### src/hcd_pkg.sv
// shared types and constants for the hill cipher decrypt block
package hcd_pkg;

    localparam int DATA_W    = 21;
    localparam int ORD_W     = 2;
    localparam int KEY_W     = 8;
    localparam int ROW_W     = 3 * KEY_W;
    localparam int ADJ_W     = 18;
    localparam int DET_W     = 28;
    localparam int PROD_W    = DATA_W + ADJ_W;
    localparam int NUM_W     = 40;
    localparam int DVD_W     = 40;
    localparam int DVS_W     = 28;
    localparam int BYTE_W    = 8;
    localparam int VEC_SLOTS = 3;

    typedef logic signed [DATA_W-1:0] cval_t;

    typedef struct packed {
        cval_t [VEC_SLOTS-1:0] vec;
        logic [ORD_W-1:0]      order;
        logic                  fin;
    } block_t;

    typedef struct packed {
        logic [ORD_W-1:0]          order;
        logic [2:0][ROW_W-1:0]     key_rows;
    } cfg_t;

    typedef struct packed {
        logic              done;
        logic [BYTE_W-1:0] quo;
    } div_out_t;

endpackage

### src/hcd_front.sv
// front end: gathers ciphertext values into blocks and queues closed blocks
module hcd_front
    import hcd_pkg::*;
#(
    parameter int MAX_ORDER = 3
) (
    input  logic             aclk,
    input  logic             aresetn,
    input  logic             s_valid,
    output logic             s_ready,
    input  cval_t            s_cipher_value,
    input  logic             s_final_value,
    input  logic [ORD_W-1:0] cfg_order,
    input  logic             queue_full,
    output logic             push,
    output block_t           push_data
);

    logic [ORD_W-1:0] fill_reg;
    logic [ORD_W-1:0] fill_next;
    cval_t            vec_reg [MAX_ORDER];
    logic [ORD_W-1:0] eff_order;
    logic [ORD_W:0]   fill_inc;
    logic             accept;
    logic             close;

    always_comb begin
        if (cfg_order == '0) begin
            eff_order = ORD_W'(1);
        end else if (cfg_order > ORD_W'(MAX_ORDER)) begin
            eff_order = ORD_W'(MAX_ORDER);
        end else begin
            eff_order = cfg_order;
        end
    end

    assign s_ready  = !queue_full;
    assign accept   = s_valid && s_ready;
    assign fill_inc = {1'b0, fill_reg} + (ORD_W+1)'(1);
    assign close    = (fill_inc >= {1'b0, eff_order}) || s_final_value;
    assign push     = accept && close;
    assign fill_next = close ? '0 : fill_inc[ORD_W-1:0];

    assign push_data.order = eff_order;
    assign push_data.fin   = s_final_value;

    for (genvar k = 0; k < VEC_SLOTS; k++) begin : g_slot
        if (k < MAX_ORDER) begin : g_used
            always_comb begin
                if (fill_reg == ORD_W'(k)) begin
                    push_data.vec[k] = s_cipher_value;
                end else if (fill_reg > ORD_W'(k)) begin
                    push_data.vec[k] = vec_reg[k];
                end else begin
                    push_data.vec[k] = '0;
                end
            end
            always_ff @(posedge aclk) begin
                if (accept && fill_reg == ORD_W'(k)) begin
                    vec_reg[k] <= s_cipher_value;
                end
            end
        end else begin : g_unused
            assign push_data.vec[k] = '0;
        end
    end

    always_ff @(posedge aclk) begin
        if (!aresetn) begin
            fill_reg <= '0;
        end else if (accept) begin
            fill_reg <= fill_next;
        end
    end

endmodule

### config.mk
export PLATFORM = sky130hd
export DESIGN_NAME = hcd_front
export DESIGN_NICKNAME = d
export VERILOG_FILES = /design/src/hcd_pkg.sv /design/src/hcd_front.sv
export SDC_FILE = /design/constraint.sdc
export NUM_CORES = 1
export LEC_CHECK = 0
export BUFFER_PORTS_ARGS = -buffer_cell sky130_fd_sc_hd__buf_4
export CAP_MARGIN = 15
export CORE_UTILIZATION = 25
export DETAILED_ROUTE_END_ITERATION = 16
export GPL_ROUTABILITY_DRIVEN = 0
export SETUP_SLACK_MARGIN = 0.2
export SYNTH_ARGS = -nofsm -noshare
export SYNTH_HDL_FRONTEND = slang
export SYNTH_SLANG_ARGS = --single-unit
### constraint.sdc
create_clock -name aclk -period 4.67 [get_ports aclk]
set_clock_uncertainty 0.15 [all_clocks]
set_input_delay 0.934 -clock aclk [delete_from_list [all_inputs] [get_ports aclk]]
set_output_delay 0.934 -clock aclk [all_outputs]
set_load 0.05 [all_outputs]
==> impl_summary.log <==
INFO  metric run_status = finished, final reports clean
INFO  metric clock_power_share = 0.432
INFO  metric grtUsageTotal = 0.124
INFO  metric setup_slack_at_placement = 1.22 ns
INFO  metric max_clock_freq = 0.289 GHz
INFO  metric io_pins = 96
INFO  metric io_buffers = 95
INFO  metric core_area = about 11000 um2
INFO  metric cts.path.max_buffers = 2
INFO  metric worstSetupPathType = reg -> out
INFO  metric die_area = 11900 um2
INFO  metric synth-seq-cells = between 60 and 70
INFO  metric critical_path.max_stage_delay = between 0.7 and 0.8 ns
INFO  metric startpoint_type_of_the_worst_setup_path = flop
INFO  metric netlist_area = roughly 2900 um2
INFO  metric clockRootBuffer = clkbuf_16
INFO  metric synth.avg_cell_area = roughly 14 um2
INFO  metric cpMaxStageDelayCell = ha_1
INFO  metric final.hold.worst_slack = 0.404 ns
INFO  metric crit_path_max_fanout = 22
INFO  metric finalHoldViolations = 0
INFO  metric grt_max_degree = 24
INFO  metric final.setup.worst_slack = 1.21 ns
INFO  metric combPwrFrac = 0.118
INFO  metric synth_seq_area_share = 0.672
INFO  metric intPower = between 1 and 1.5 mW
INFO  metric grt_pass1_wl = 10700 um
INFO  metric drive_above_1_share = 0.434
INFO  metric layout.nets = approximately 340
INFO  metric grt_overflow_total = 0
INFO  metric worst_path_dominant_cell_family = adder cells
INFO  metric detailed_place_hpwl = ~4700 um
INFO  metric power.leakage = roughly 1.5 nW
INFO  metric setup-violations-final = 0
INFO  metric vias = roughly 2k
INFO  metric hp-class = reg -> reg
INFO  metric setup.worst_path.end_class = output pin
INFO  metric clock_tree_from_tritoncts = built
INFO  metric number_of_antenna_violations_at_the_first_check_in_global_routing = 0
INFO  metric worstPathCellList = ha_1 -> inv_1 -> a311o_1 -> and2_1 -> buf_4
INFO  metric latest_clock_arrival_within_the_worst_skew_pair = 0.32 ns
INFO  metric worst-path-buf-inv = 2
INFO  metric max_cap_violations = 0
INFO  metric synth.net_count = between 200 and 250
INFO  metric post-route-min-period = 3.46 ns
INFO  metric power.share.sequential = 0.450
INFO  metric netlist-cell-type-count = 21
INFO  metric floorplan.die.width = 109 um
INFO  metric drt_first_iter_violations = 101
INFO  metric worst_slew_pin_slew = around 1.1 ns
INFO  metric final-max-slew-violation-count = 0
INFO  metric first_global_vias = about 2.0k
INFO  metric numClockSinks = 65
INFO  metric routed_via_density = 4.43
INFO  metric largest_reg_flops = between 60 and 70
INFO  metric drcViolationCount = 0
INFO  metric power_density = 362 nW/um2
INFO  metric n_antenna_cell = 0
INFO  metric floorplan.initialDensity = 0.260
INFO  metric cts_made_buffers = 9
INFO  metric postCtsHoldBufs = 0
INFO  metric finalCritPeriodShare = 0.740
INFO  metric cts_max_level = 3
INFO  metric growth_of_design_area_from_synthesis_to_finish = 40.1%
INFO  metric final_antenna_net_count = 0
INFO  metric synthCells = between 200 and 250
INFO  metric fp-row-count = 38
INFO  metric cts_resized = 0
INFO  metric grt_setup_unrepaired = false
INFO  metric worst_path_clk_slew = ~0.05 ns
INFO  metric cp.arrival = about 2.4 ns
INFO  metric post_cts_buffers = 0
INFO  metric timing.max_slew.rel_slack = 0.270
INFO  metric irDropWorstVdd = ~0.16 mV
INFO  metric post_drt_wl_per_cell = 16.0 um
INFO  metric drt-pass1-iter-count = 4
INFO  metric synthesis.yosys.warnings = 0
INFO  metric final.setup.tns = 0 ns
INFO  metric final.fill_count = between 1k and 1.5k
INFO  metric totalWireLength = around 7200 um
INFO  metric switching_share = 0.234
INFO  metric power.switching = 0.340 mW
INFO  metric die_height = ~110 um
INFO  metric worstPathRequired = 3.59 ns
worst reg2reg max path: stages, from the launching register on:
cell and delay [ns]:
dfxtp_1 0.37, inv_1 0.13, ha_1 0.63, and2_1 0.96
cell families after synthesis:
kind of cell	synth area share
flops	0.672
simple gates	0.0801
compound gates	0.108
mux	0.0823
buf+inv	0.0279
fa+ha+maj	0.0287
power by group through the flow:
stage	logic, mW	registers (mW)	clock network, mW
detailed placement	0.171	0.666	0
floorplan	0.104	0.666	0
CTS	0.172	0.655	0.650
finish	0.172	0.655	0.629
global placement	0.169	0.666	0
global route	0.181	0.655	0.670
cell type report:
class / instances / area (um2) / share of cell area
clock inverter: 5 / 47.5 / 0.0118
tap: 140 / 175 / 0.0435
multi-input combinational: 126 / 863 / 0.215
timing repair buffer: 100 / 758 / 0.188
clock buffer: 10 / 229 / 0.0569
sequential: 65 / 1930 / 0.480
inverter: 5 / 18.8 / 0.00466
through the flow:
step / cell area (um2) / util / total power [mW] / cells
finish: 4020 / 0.365 / 1.46 / 451
global route: 4020 / 0.365 / 1.51 / 451
CTS: 4010 / 0.363 / 1.48 / 450
detailed placement: 3730 / 0.338 / 0.838 / 435
global placement: 3730 / 0.338 / 0.835 / 435
floorplan: 2870 / - / 0.770 / 210
final timing paths:
check	start	end	slack, ns	cells after the start
max	fill_reg[0]	push	1.21	5
min reg2reg	fill_reg[1]	fill_reg[1]	0.40	2
max reg2reg	fill_reg[0]	vec_reg[0][51]	2.05	3
min	fill_reg[1]	fill_reg[1]	0.40	2
cell usage after synthesis:
master / number / area, um2
a22o_1: 21 / 184
buf_2: 4 / 20.0
nor2_1: 1 / 3.75
edfxtp_1: 63 / 1890
nand3_1: 2 / 10.0
nand2_1: 44 / 165
clkbuf_1: 7 / 26.3
ha_1: 5 / 62.6
o22ai_1: 2 / 12.5
nand2b_4: 1 / 13.8
and2_1: 4 / 25.0
dfxtp_1: 2 / 40.0
inv_1: 5 / 18.8
nor2b_1: 1 / 6.26
a311o_1: 1 / 10.0
nand2b_1: 1 / 6.26
buf_4: 1 / 7.51
buf_1: 2 / 7.51
o21ai_0: 21 / 105
fa_1: 1 / 20.0
mux2_2: 21 / 236
routing by layer:
layer,up-vias,global-route usage,part of all wire
met5,-,0,0
met4,0,0.0486,0.013
met3,13,0.0317,0.052
met2,71,0.208,0.49
met1,948,0.151,0.45
li1,968,-,-
placed cells by master (no fill, tap or decap), drive strengths merged:
| cell type | Yosys | layout |
|---|---|---|
| ha | 5 | 5 |
| dfxtp | 2 | 2 |
| clkbuf | 7 | 10 |
| and2 | 4 | 4 |
| o22ai | 2 | 2 |
| nand2b | 2 | 2 |
| nor2b | 1 | 1 |
| nand3 | 2 | 2 |
| buf | 7 | 100 |
| nor2 | 1 | 1 |
| fa | 1 | 1 |
| edfxtp | 63 | 63 |
| mux2 | 21 | 21 |
| a311o | 1 | 1 |
| a22o | 21 | 21 |
| o21ai | 21 | 21 |
| nand2 | 44 | 44 |
| bufinv | 0 | 1 |
| clkinv | 0 | 4 |
| inv | 5 | 5 |
Note: power is estimated with default switching activity, not from simulation.
