File: config.mk
export PLATFORM = sky130hd
export DESIGN_NAME = hcd_queue
export DESIGN_NICKNAME = d
export VERILOG_FILES = /design/src/hcd_pkg.sv /design/src/hcd_queue.sv
export SDC_FILE = /design/constraint.sdc
export NUM_CORES = 1
export LEC_CHECK = 0
export ABC_CLOCK_PERIOD_IN_PS = 3800
export BUFFER_PORTS_ARGS = -buffer_cell sky130_fd_sc_hd__buf_2
export CORE_MARGIN = 8
export CORE_UTILIZATION = 47
export DETAILED_ROUTE_END_ITERATION = 8
export PLACE_DENSITY = 0.78
export SLEW_MARGIN = 5
export SYNTH_ARGS = -nofsm -noshare
export SYNTH_HDL_FRONTEND = slang
export SYNTH_SLANG_ARGS = --single-unit
File: constraint.sdc
create_clock -name aclk -period 3.8 [get_ports aclk]
set_input_delay 0.38 -clock aclk [delete_from_list [all_inputs] [get_ports aclk]]
set_output_delay 0.38 -clock aclk [all_outputs]
set_load 0.05 [all_outputs]
File: src/hcd_pkg.sv
// shared types and constants for the hill cipher decrypt block
package hcd_pkg;

    localparam int DATA_W    = 21;
    localparam int ORD_W     = 2;
    localparam int KEY_W     = 8;
    localparam int ROW_W     = 3 * KEY_W;
    localparam int ADJ_W     = 18;
    localparam int DET_W     = 28;
    localparam int PROD_W    = DATA_W + ADJ_W;
    localparam int NUM_W     = 40;
    localparam int DVD_W     = 40;
    localparam int DVS_W     = 28;
    localparam int BYTE_W    = 8;
    localparam int VEC_SLOTS = 3;

    typedef logic signed [DATA_W-1:0] cval_t;

    typedef struct packed {
        cval_t [VEC_SLOTS-1:0] vec;
        logic [ORD_W-1:0]      order;
        logic                  fin;
    } block_t;

    typedef struct packed {
        logic [ORD_W-1:0]          order;
        logic [2:0][ROW_W-1:0]     key_rows;
    } cfg_t;

    typedef struct packed {
        logic              done;
        logic [BYTE_W-1:0] quo;
    } div_out_t;

endpackage

File: src/hcd_queue.sv
// two-entry block queue between front and back
module hcd_queue
    import hcd_pkg::*;
(
    input  logic   aclk,
    input  logic   aresetn,
    input  logic   push,
    input  block_t push_data,
    output logic   full,
    input  logic   pop,
    output logic   q_valid,
    output block_t q_data
);

    block_t     mem [2];
    logic       wr_ptr_reg;
    logic       rd_ptr_reg;
    logic [1:0] count_reg;

    assign full    = (count_reg == 2'd2);
    assign q_valid = (count_reg != 2'd0);
    assign q_data  = mem[rd_ptr_reg];

    always_ff @(posedge aclk) begin
        if (push) begin
            mem[wr_ptr_reg] <= push_data;
        end
    end

    always_ff @(posedge aclk) begin
        if (!aresetn) begin
            wr_ptr_reg <= 1'b0;
            rd_ptr_reg <= 1'b0;
            count_reg  <= 2'd0;
        end else begin
            if (push) begin
                wr_ptr_reg <= !wr_ptr_reg;
            end
            if (pop) begin
                rd_ptr_reg <= !rd_ptr_reg;
            end
            if (push && !pop) begin
                count_reg <= count_reg + 2'd1;
            end else if (pop && !push) begin
                count_reg <= count_reg - 2'd1;
            end
        end
    end

endmodule

==> results.cfg, run 1 <==
[floorplanning]
die_y_um = 119
die_w_um = 119
rows = 37
core-area_sq_mm = 0.0103
start_util_pct = 48.4
pin_count = 138
die-area_sq_mm = 0.0142

[worst_setup_path]
cp.depth = 3
reg2reg_to = mem[1][9]
worstPathArrival_ns = 2.30
cpPeakStageDelay_ns = 0.81
critPathLaunchType = flop
worstPathRequired_ns = 3.42
worstSetupPathType = flop to output pin
r2r_start = wr_ptr_reg
crit_chain = buf_4 -> mux2_2 -> buf_2
reg2reg_slack_ns = 2.23
cp_max_fo = 32
path_delay_family = flip-flops
crit_path_end_kind = output pin
cpMaxStageDelayCell = dfxtp_2
worstRegToRegCells = 1
crit_buf_inv = 2

[routing]
drc = 0
vias = 2576
vias_per_cell = 4.88
antenna_left = 0
drt_wl_total_um = 9420
firstDrtPassIters = 5
wl_per_cell_um = 17.8
first_iter_violations = 186

[logic_synthesis]
syn_area_per_cell_sq_um = 22.0
netlist_top_cells_count = edfxtp_1 (132), mux2_2 (66), buf_6 (5), dfxtp_1 (5), and2_1 (4)
yosysSeqAreaShare_pct = 81.4
ys_seq_elements = 137
synthTopCellsByArea = edfxtp_1 (79%), mux2_2 (15%), dfxtp_1 (2.0%), buf_6 (1.1%), and2_1 (0.50%)
yosys_warnings = 0
synth.largest_area_cell = edfxtp_1
synth_top_area_share_pct = 79.4
synth-edff-count = 132
syn_inst = 227
netlist_area_sq_mm = 0.00499
yosysMostFrequentCell = edfxtp_1
synthesis.nets = 298
async_flop_share_pct = 0
synthFlopType = edfxtp_1
ys_types = 17

[timing]
fin_hold_ws_ns = 0.0745
hold_viol = 0
rsz0062_at_grt = no
worst_slew_pin_slew_ns = 0.903
skew_ns = 0.00463
fin_crit_ns = 2.68
post-route-period-util_pct = 70.7
slew_headroom_pct = 39.8
drv_slew = 0
setup-violations-final = 0
setup_tns_ns = 0
max_freq_mhz = 372

[cells_and_area]
largest_reg_flops = 132
area_growth_pct = 27.8
nNetsFinal = 451
diodes = 0
drive_above_1_share_pct = 61.0

[clock_tree]
clkSlewWorstSetupHoldPaths_ns = 0.06
cts_root_buf = clkbuf_8
worstSkewPairLatency_ns = 0.49
post_cts_resized = 0
cts_buffers = 17
hold_buffers = 0
clk_path_buf_depth = 2
cts_tree = done
cts.sinks = 137
htreeDepth = 4
cts_setup_buffers = 0

[pwr]
pwr-share-clk_pct = 39.6
p_int_mw = 2.90
comb_power_share_pct = 14.4
pwr_density_cell_mw_per_mm2 = 606
power_frac_seq_pct = 46.0
switching_share_pct = 25.1
p_sw_mw = 0.972
leakagePower_nw = 2.43
ir_worst_vdd_uv = 319

[global_routing]
grt_pass1_vias = 2868
overflow = 0
grt_max_degree = 67
antenna_found_initial = 1
grt_first_pass_wirelength_um = 14900
grt_usage_pct = 13.4

[worst_hold_path]
holdPathEnd = mem[0][1]
hp-start = push_data[1]
hp-class = input pin to flop
worstHoldPathCells = 1

[run]
max_cap_viol_count = 0

[status]
status = finished, final reports clean

[place]
place.gp.congestion = 0.662
portBuffers = 137
dp_hpwl_um = 6420
-- final cells by class --
cell class / count / area (sq um)
fillers: 766 / 3940
repair buffers: 141 / 716
clock inverters: 10 / 128
inverters: 1 / 3.75
flip-flops and latches: 137 / 4070
well taps: 136 / 170
multi-input cells: 82 / 871
clock buffers: 21 / 429
-- power by group through the flow --
stage | Clock [mW] | Sequential [mW] | Combinational (mW)
finish | 1.53 | 1.78 | 0.558
global route | 1.63 | 1.79 | 0.588
CTS | 1.57 | 1.78 | 0.566
detailed placement | 0 | 1.81 | 0.564
global placement | 0 | 1.81 | 0.555
floorplan | 0 | 1.79 | 0.439
-- per-stage QoR --
step                      power [mW]  util [%]  setup WS [ns]  instance area [sq um]  cells
after CTS                       3.91      61.8           1.04                   6380    528
final                           3.87      61.8           1.12                   6380    528
after global placement          2.36      56.4           1.62                   5830    497
after global routing            4.01      61.8          0.984                   6380    528
after detailed placement        2.38      56.4           1.59                   5830    497
after floorplan                 2.23         -           1.24                   5000    227
-- worst max-delay path by stage --
stage               startpoint          to  slack (ns)
floorplan                 push   mem[0][0]        1.24
global placement          flop  q_data[23]        1.62
detailed placement        flop  q_data[14]        1.59
CTS                       flop  q_data[14]        1.04
global route              flop   q_data[1]        0.98
finish                    flop  q_data[14]        1.12
-- kinds of logic (layout without fill, tap and decap cells) --
family,after synthesis,count (layout),share of synthesized area (%)
XOR/XNOR,3,3,0.526
multiplexers,66,66,14.9
adder cells (fa/ha/maj),1,1,0.250
flip-flops,137,137,81.4
AO/OA/AOI/OAI,3,3,0.401
AND/OR/NAND/NOR,9,9,1.18
buffers and inverters,8,173,1.40
-- layout by cell type (no fill, tap or decap) --
master,count
a21boi_1,1
and2_1,3
and2_4,1
and2b_2,1
buf_2,137
buf_4,4
bufinv_16,3
clkbuf_1,4
clkbuf_16,16
clkbuf_8,1
clkinv_2,6
clkinvlp_4,1
dfxtp_1,4
dfxtp_2,1
edfxtp_1,132
ha_1,1
inv_1,1
mux2_2,66
nor2b_1,1
nor2b_4,1
o21a_1,1
o21ai_0,1
or2_2,1
or3_1,1
xnor2_1,1
xor2_1,2
-- layer usage --
| metal | vias to the layer above | wire length, um | track usage (%) |
|---|---|---|---|
| met5 | - | 10 | 0 |
| met4 | 2 | 81 | 4.03 |
| met3 | 9 | 747 | 6.38 |
| met2 | 90 | 4610 | 21.4 |
| met1 | 1273 | 3980 | 15.8 |
| li1 | 1202 | - | - |
(Power assumes the default switching activity.)
==> run 2: changes to the inputs <==
--- a/config.mk
+++ b/config.mk
@@ -5,12 +5,12 @@
 export SDC_FILE = /design/constraint.sdc
 export NUM_CORES = 1
 export LEC_CHECK = 0
-export ABC_CLOCK_PERIOD_IN_PS = 3800
+export ABC_CLOCK_PERIOD_IN_PS = 2500
 export BUFFER_PORTS_ARGS = -buffer_cell sky130_fd_sc_hd__buf_2
 export CORE_MARGIN = 8
-export CORE_UTILIZATION = 47
+export CORE_UTILIZATION = 52
 export DETAILED_ROUTE_END_ITERATION = 8
-export PLACE_DENSITY = 0.78
+export PLACE_DENSITY = 0.81
 export SLEW_MARGIN = 5
 export SYNTH_ARGS = -nofsm -noshare
 export SYNTH_HDL_FRONTEND = slang
==> constraint.sdc (replaced) <==
create_clock -name aclk -period 2.5 [get_ports aclk]
set_input_delay 0.25 -clock aclk [delete_from_list [all_inputs] [get_ports aclk]]
set_output_delay 0.25 -clock aclk [all_outputs]
set_load 0.05 [all_outputs]
==> results.cfg, run 2 (same netlist as run 1, synthesis figures left out) <==
[status]
status = finished, final reports clean

[timing]
setup_tns_ns = 0
worst_slew_pin_slew_ns = 0.566
hold_viol = 0
drv_slew = 0
slew_headroom_pct = 62.3
setup-violations-final = 0
max_freq_mhz = 456
fin_crit_ns = 2.19
rsz0062_at_grt = no
post-route-period-util_pct = 87.8
skew_ns = 0.00908

[worst_setup_path]
r2r_start = wr_ptr_reg
critPathLaunchType = flop
reg2reg_slack_ns = 1.15
worstSetupPathType = flop to output pin
worstPathArrival_ns = 1.94
reg2reg_to = mem[1][45]
cp_max_fo = 41
crit_path_end_kind = output pin
worstRegToRegCells = 2
worstPathRequired_ns = 2.25
crit_end = q_data[4]

[worst_hold_path]
hp-class = input pin to flop
worstHoldPathCells = 3

[global_routing]
grt_usage_pct = 17.2
overflow = 0
antenna_found_initial = 0
grt_pass1_vias = 3264
grt_max_degree = 42
grt_first_pass_wirelength_um = 16900

[clock_tree]
clk_path_buf_depth = 2
cts_buffers = 17
post_cts_resized = 0
clkSlewWorstSetupHoldPaths_ns = 0.06
cts.sinks = 137
worstSkewPairLatency_ns = 0.50
cts_tree = done
htreeDepth = 4
cts_root_buf = clkbuf_8

[cells_and_area]
nNetsFinal = 520
layout_commonest_cell = buf_2
area_growth_pct = 42.4
final_cell_mix = buf_2 (137), edfxtp_1 (132), dlygate4sd3_1 (67)
largest_reg_flops = 132
diodes = 0
drive_above_1_share_pct = 52.8

[place]
dp_hpwl_um = 6290
place.gp.congestion = 0.704
portBuffers = 137

[routing]
wl_per_cell_um = 18.2
drt_wl_total_um = 10800
vias = 2861
firstDrtPassIters = 4
drc = 0
antenna_left = 0
vias_per_cell = 4.84
first_iter_violations = 145

[run]
max_cap_viol_count = 0

[pwr]
pwr_density_cell_mw_per_mm2 = 871
leakagePower_nw = 2.73
power_mw = 6.20
ir_worst_vdd_uv = 513

[floorplanning]
die_w_um = 114
pin_count = 138
rows = 35
die_y_um = 114
die-area_sq_mm = 0.0130
core-area_sq_mm = 0.00928
start_util_pct = 53.8
-- run 2: how the worst min path moves through the flow --
stage,slack (ns),startpoint,end
6_report,0.10,pop,rd_ptr_reg
5_1_grt,0.1,pop,rd_ptr_reg
4_1_cts,0.08,pop,rd_ptr_reg
3_5_place_dp,0.44,push_data[35],mem[0][35]
3_3_place_gp,0.44,push_data[28],mem[0][28]
2_1_floorplan,0.35,push_data[0],mem[0][0]
-- run 2: worst max-delay path, cell delays in order, from the launching register on --
cell     delay [ns]
dfxtp_2        0.33
buf_4          0.48
mux2_2         0.41
buf_2          0.22
-- run 2: stage by stage --
step	setup slack (ns)	instance area (sq um)	cells	hold slack, ns	util, %
6_report	0.306	7110	591	0.101	76.6
5_1_grt	0.196	7110	591	0.0974	76.6
3_3_place_gp	0.829	5830	492	0.436	62.8
2_1_floorplan	0.0197	5000	227	0.349	-
3_5_place_dp	0.812	5830	492	0.442	62.8
4_1_cts	0.269	7110	591	0.0767	76.6
-- run 2: timing repair --
action,in CTS,in global routing
hold buffers,67,0
buffers inserted,0,0
hold endpoints to repair,135,0
-- run 2: area by class of cell --
| type | count | area [sq um] |
|---|---|---|
| tap | 129 | 161 |
| multi-input combinational | 82 | 870 |
| timing repair buffer | 210 | 1400 |
| clock buffer | 18 | 418 |
| clock inverter | 14 | 195 |
| sequential | 137 | 4070 |
| fill | 530 | 2170 |
| inverter | 1 | 3.75 |
-- run 2: routing by layer --
layer / global-route usage [%] / up-vias / part of all wire, %
li1: - / 1344 / -
met1: 17.9 / 1398 / 39
met2: 30.4 / 103 / 52
met3: 7.40 / 16 / 8.2
met4: 5.94 / 0 / 1.1
met5: 0 / - / 0
-- run 2: power by group --
part | internal (mW) | switching (mW)
combinational | 0.319 | 0.649
sequential | 2.65 | 0.0322
clock | 1.63 | 0.917
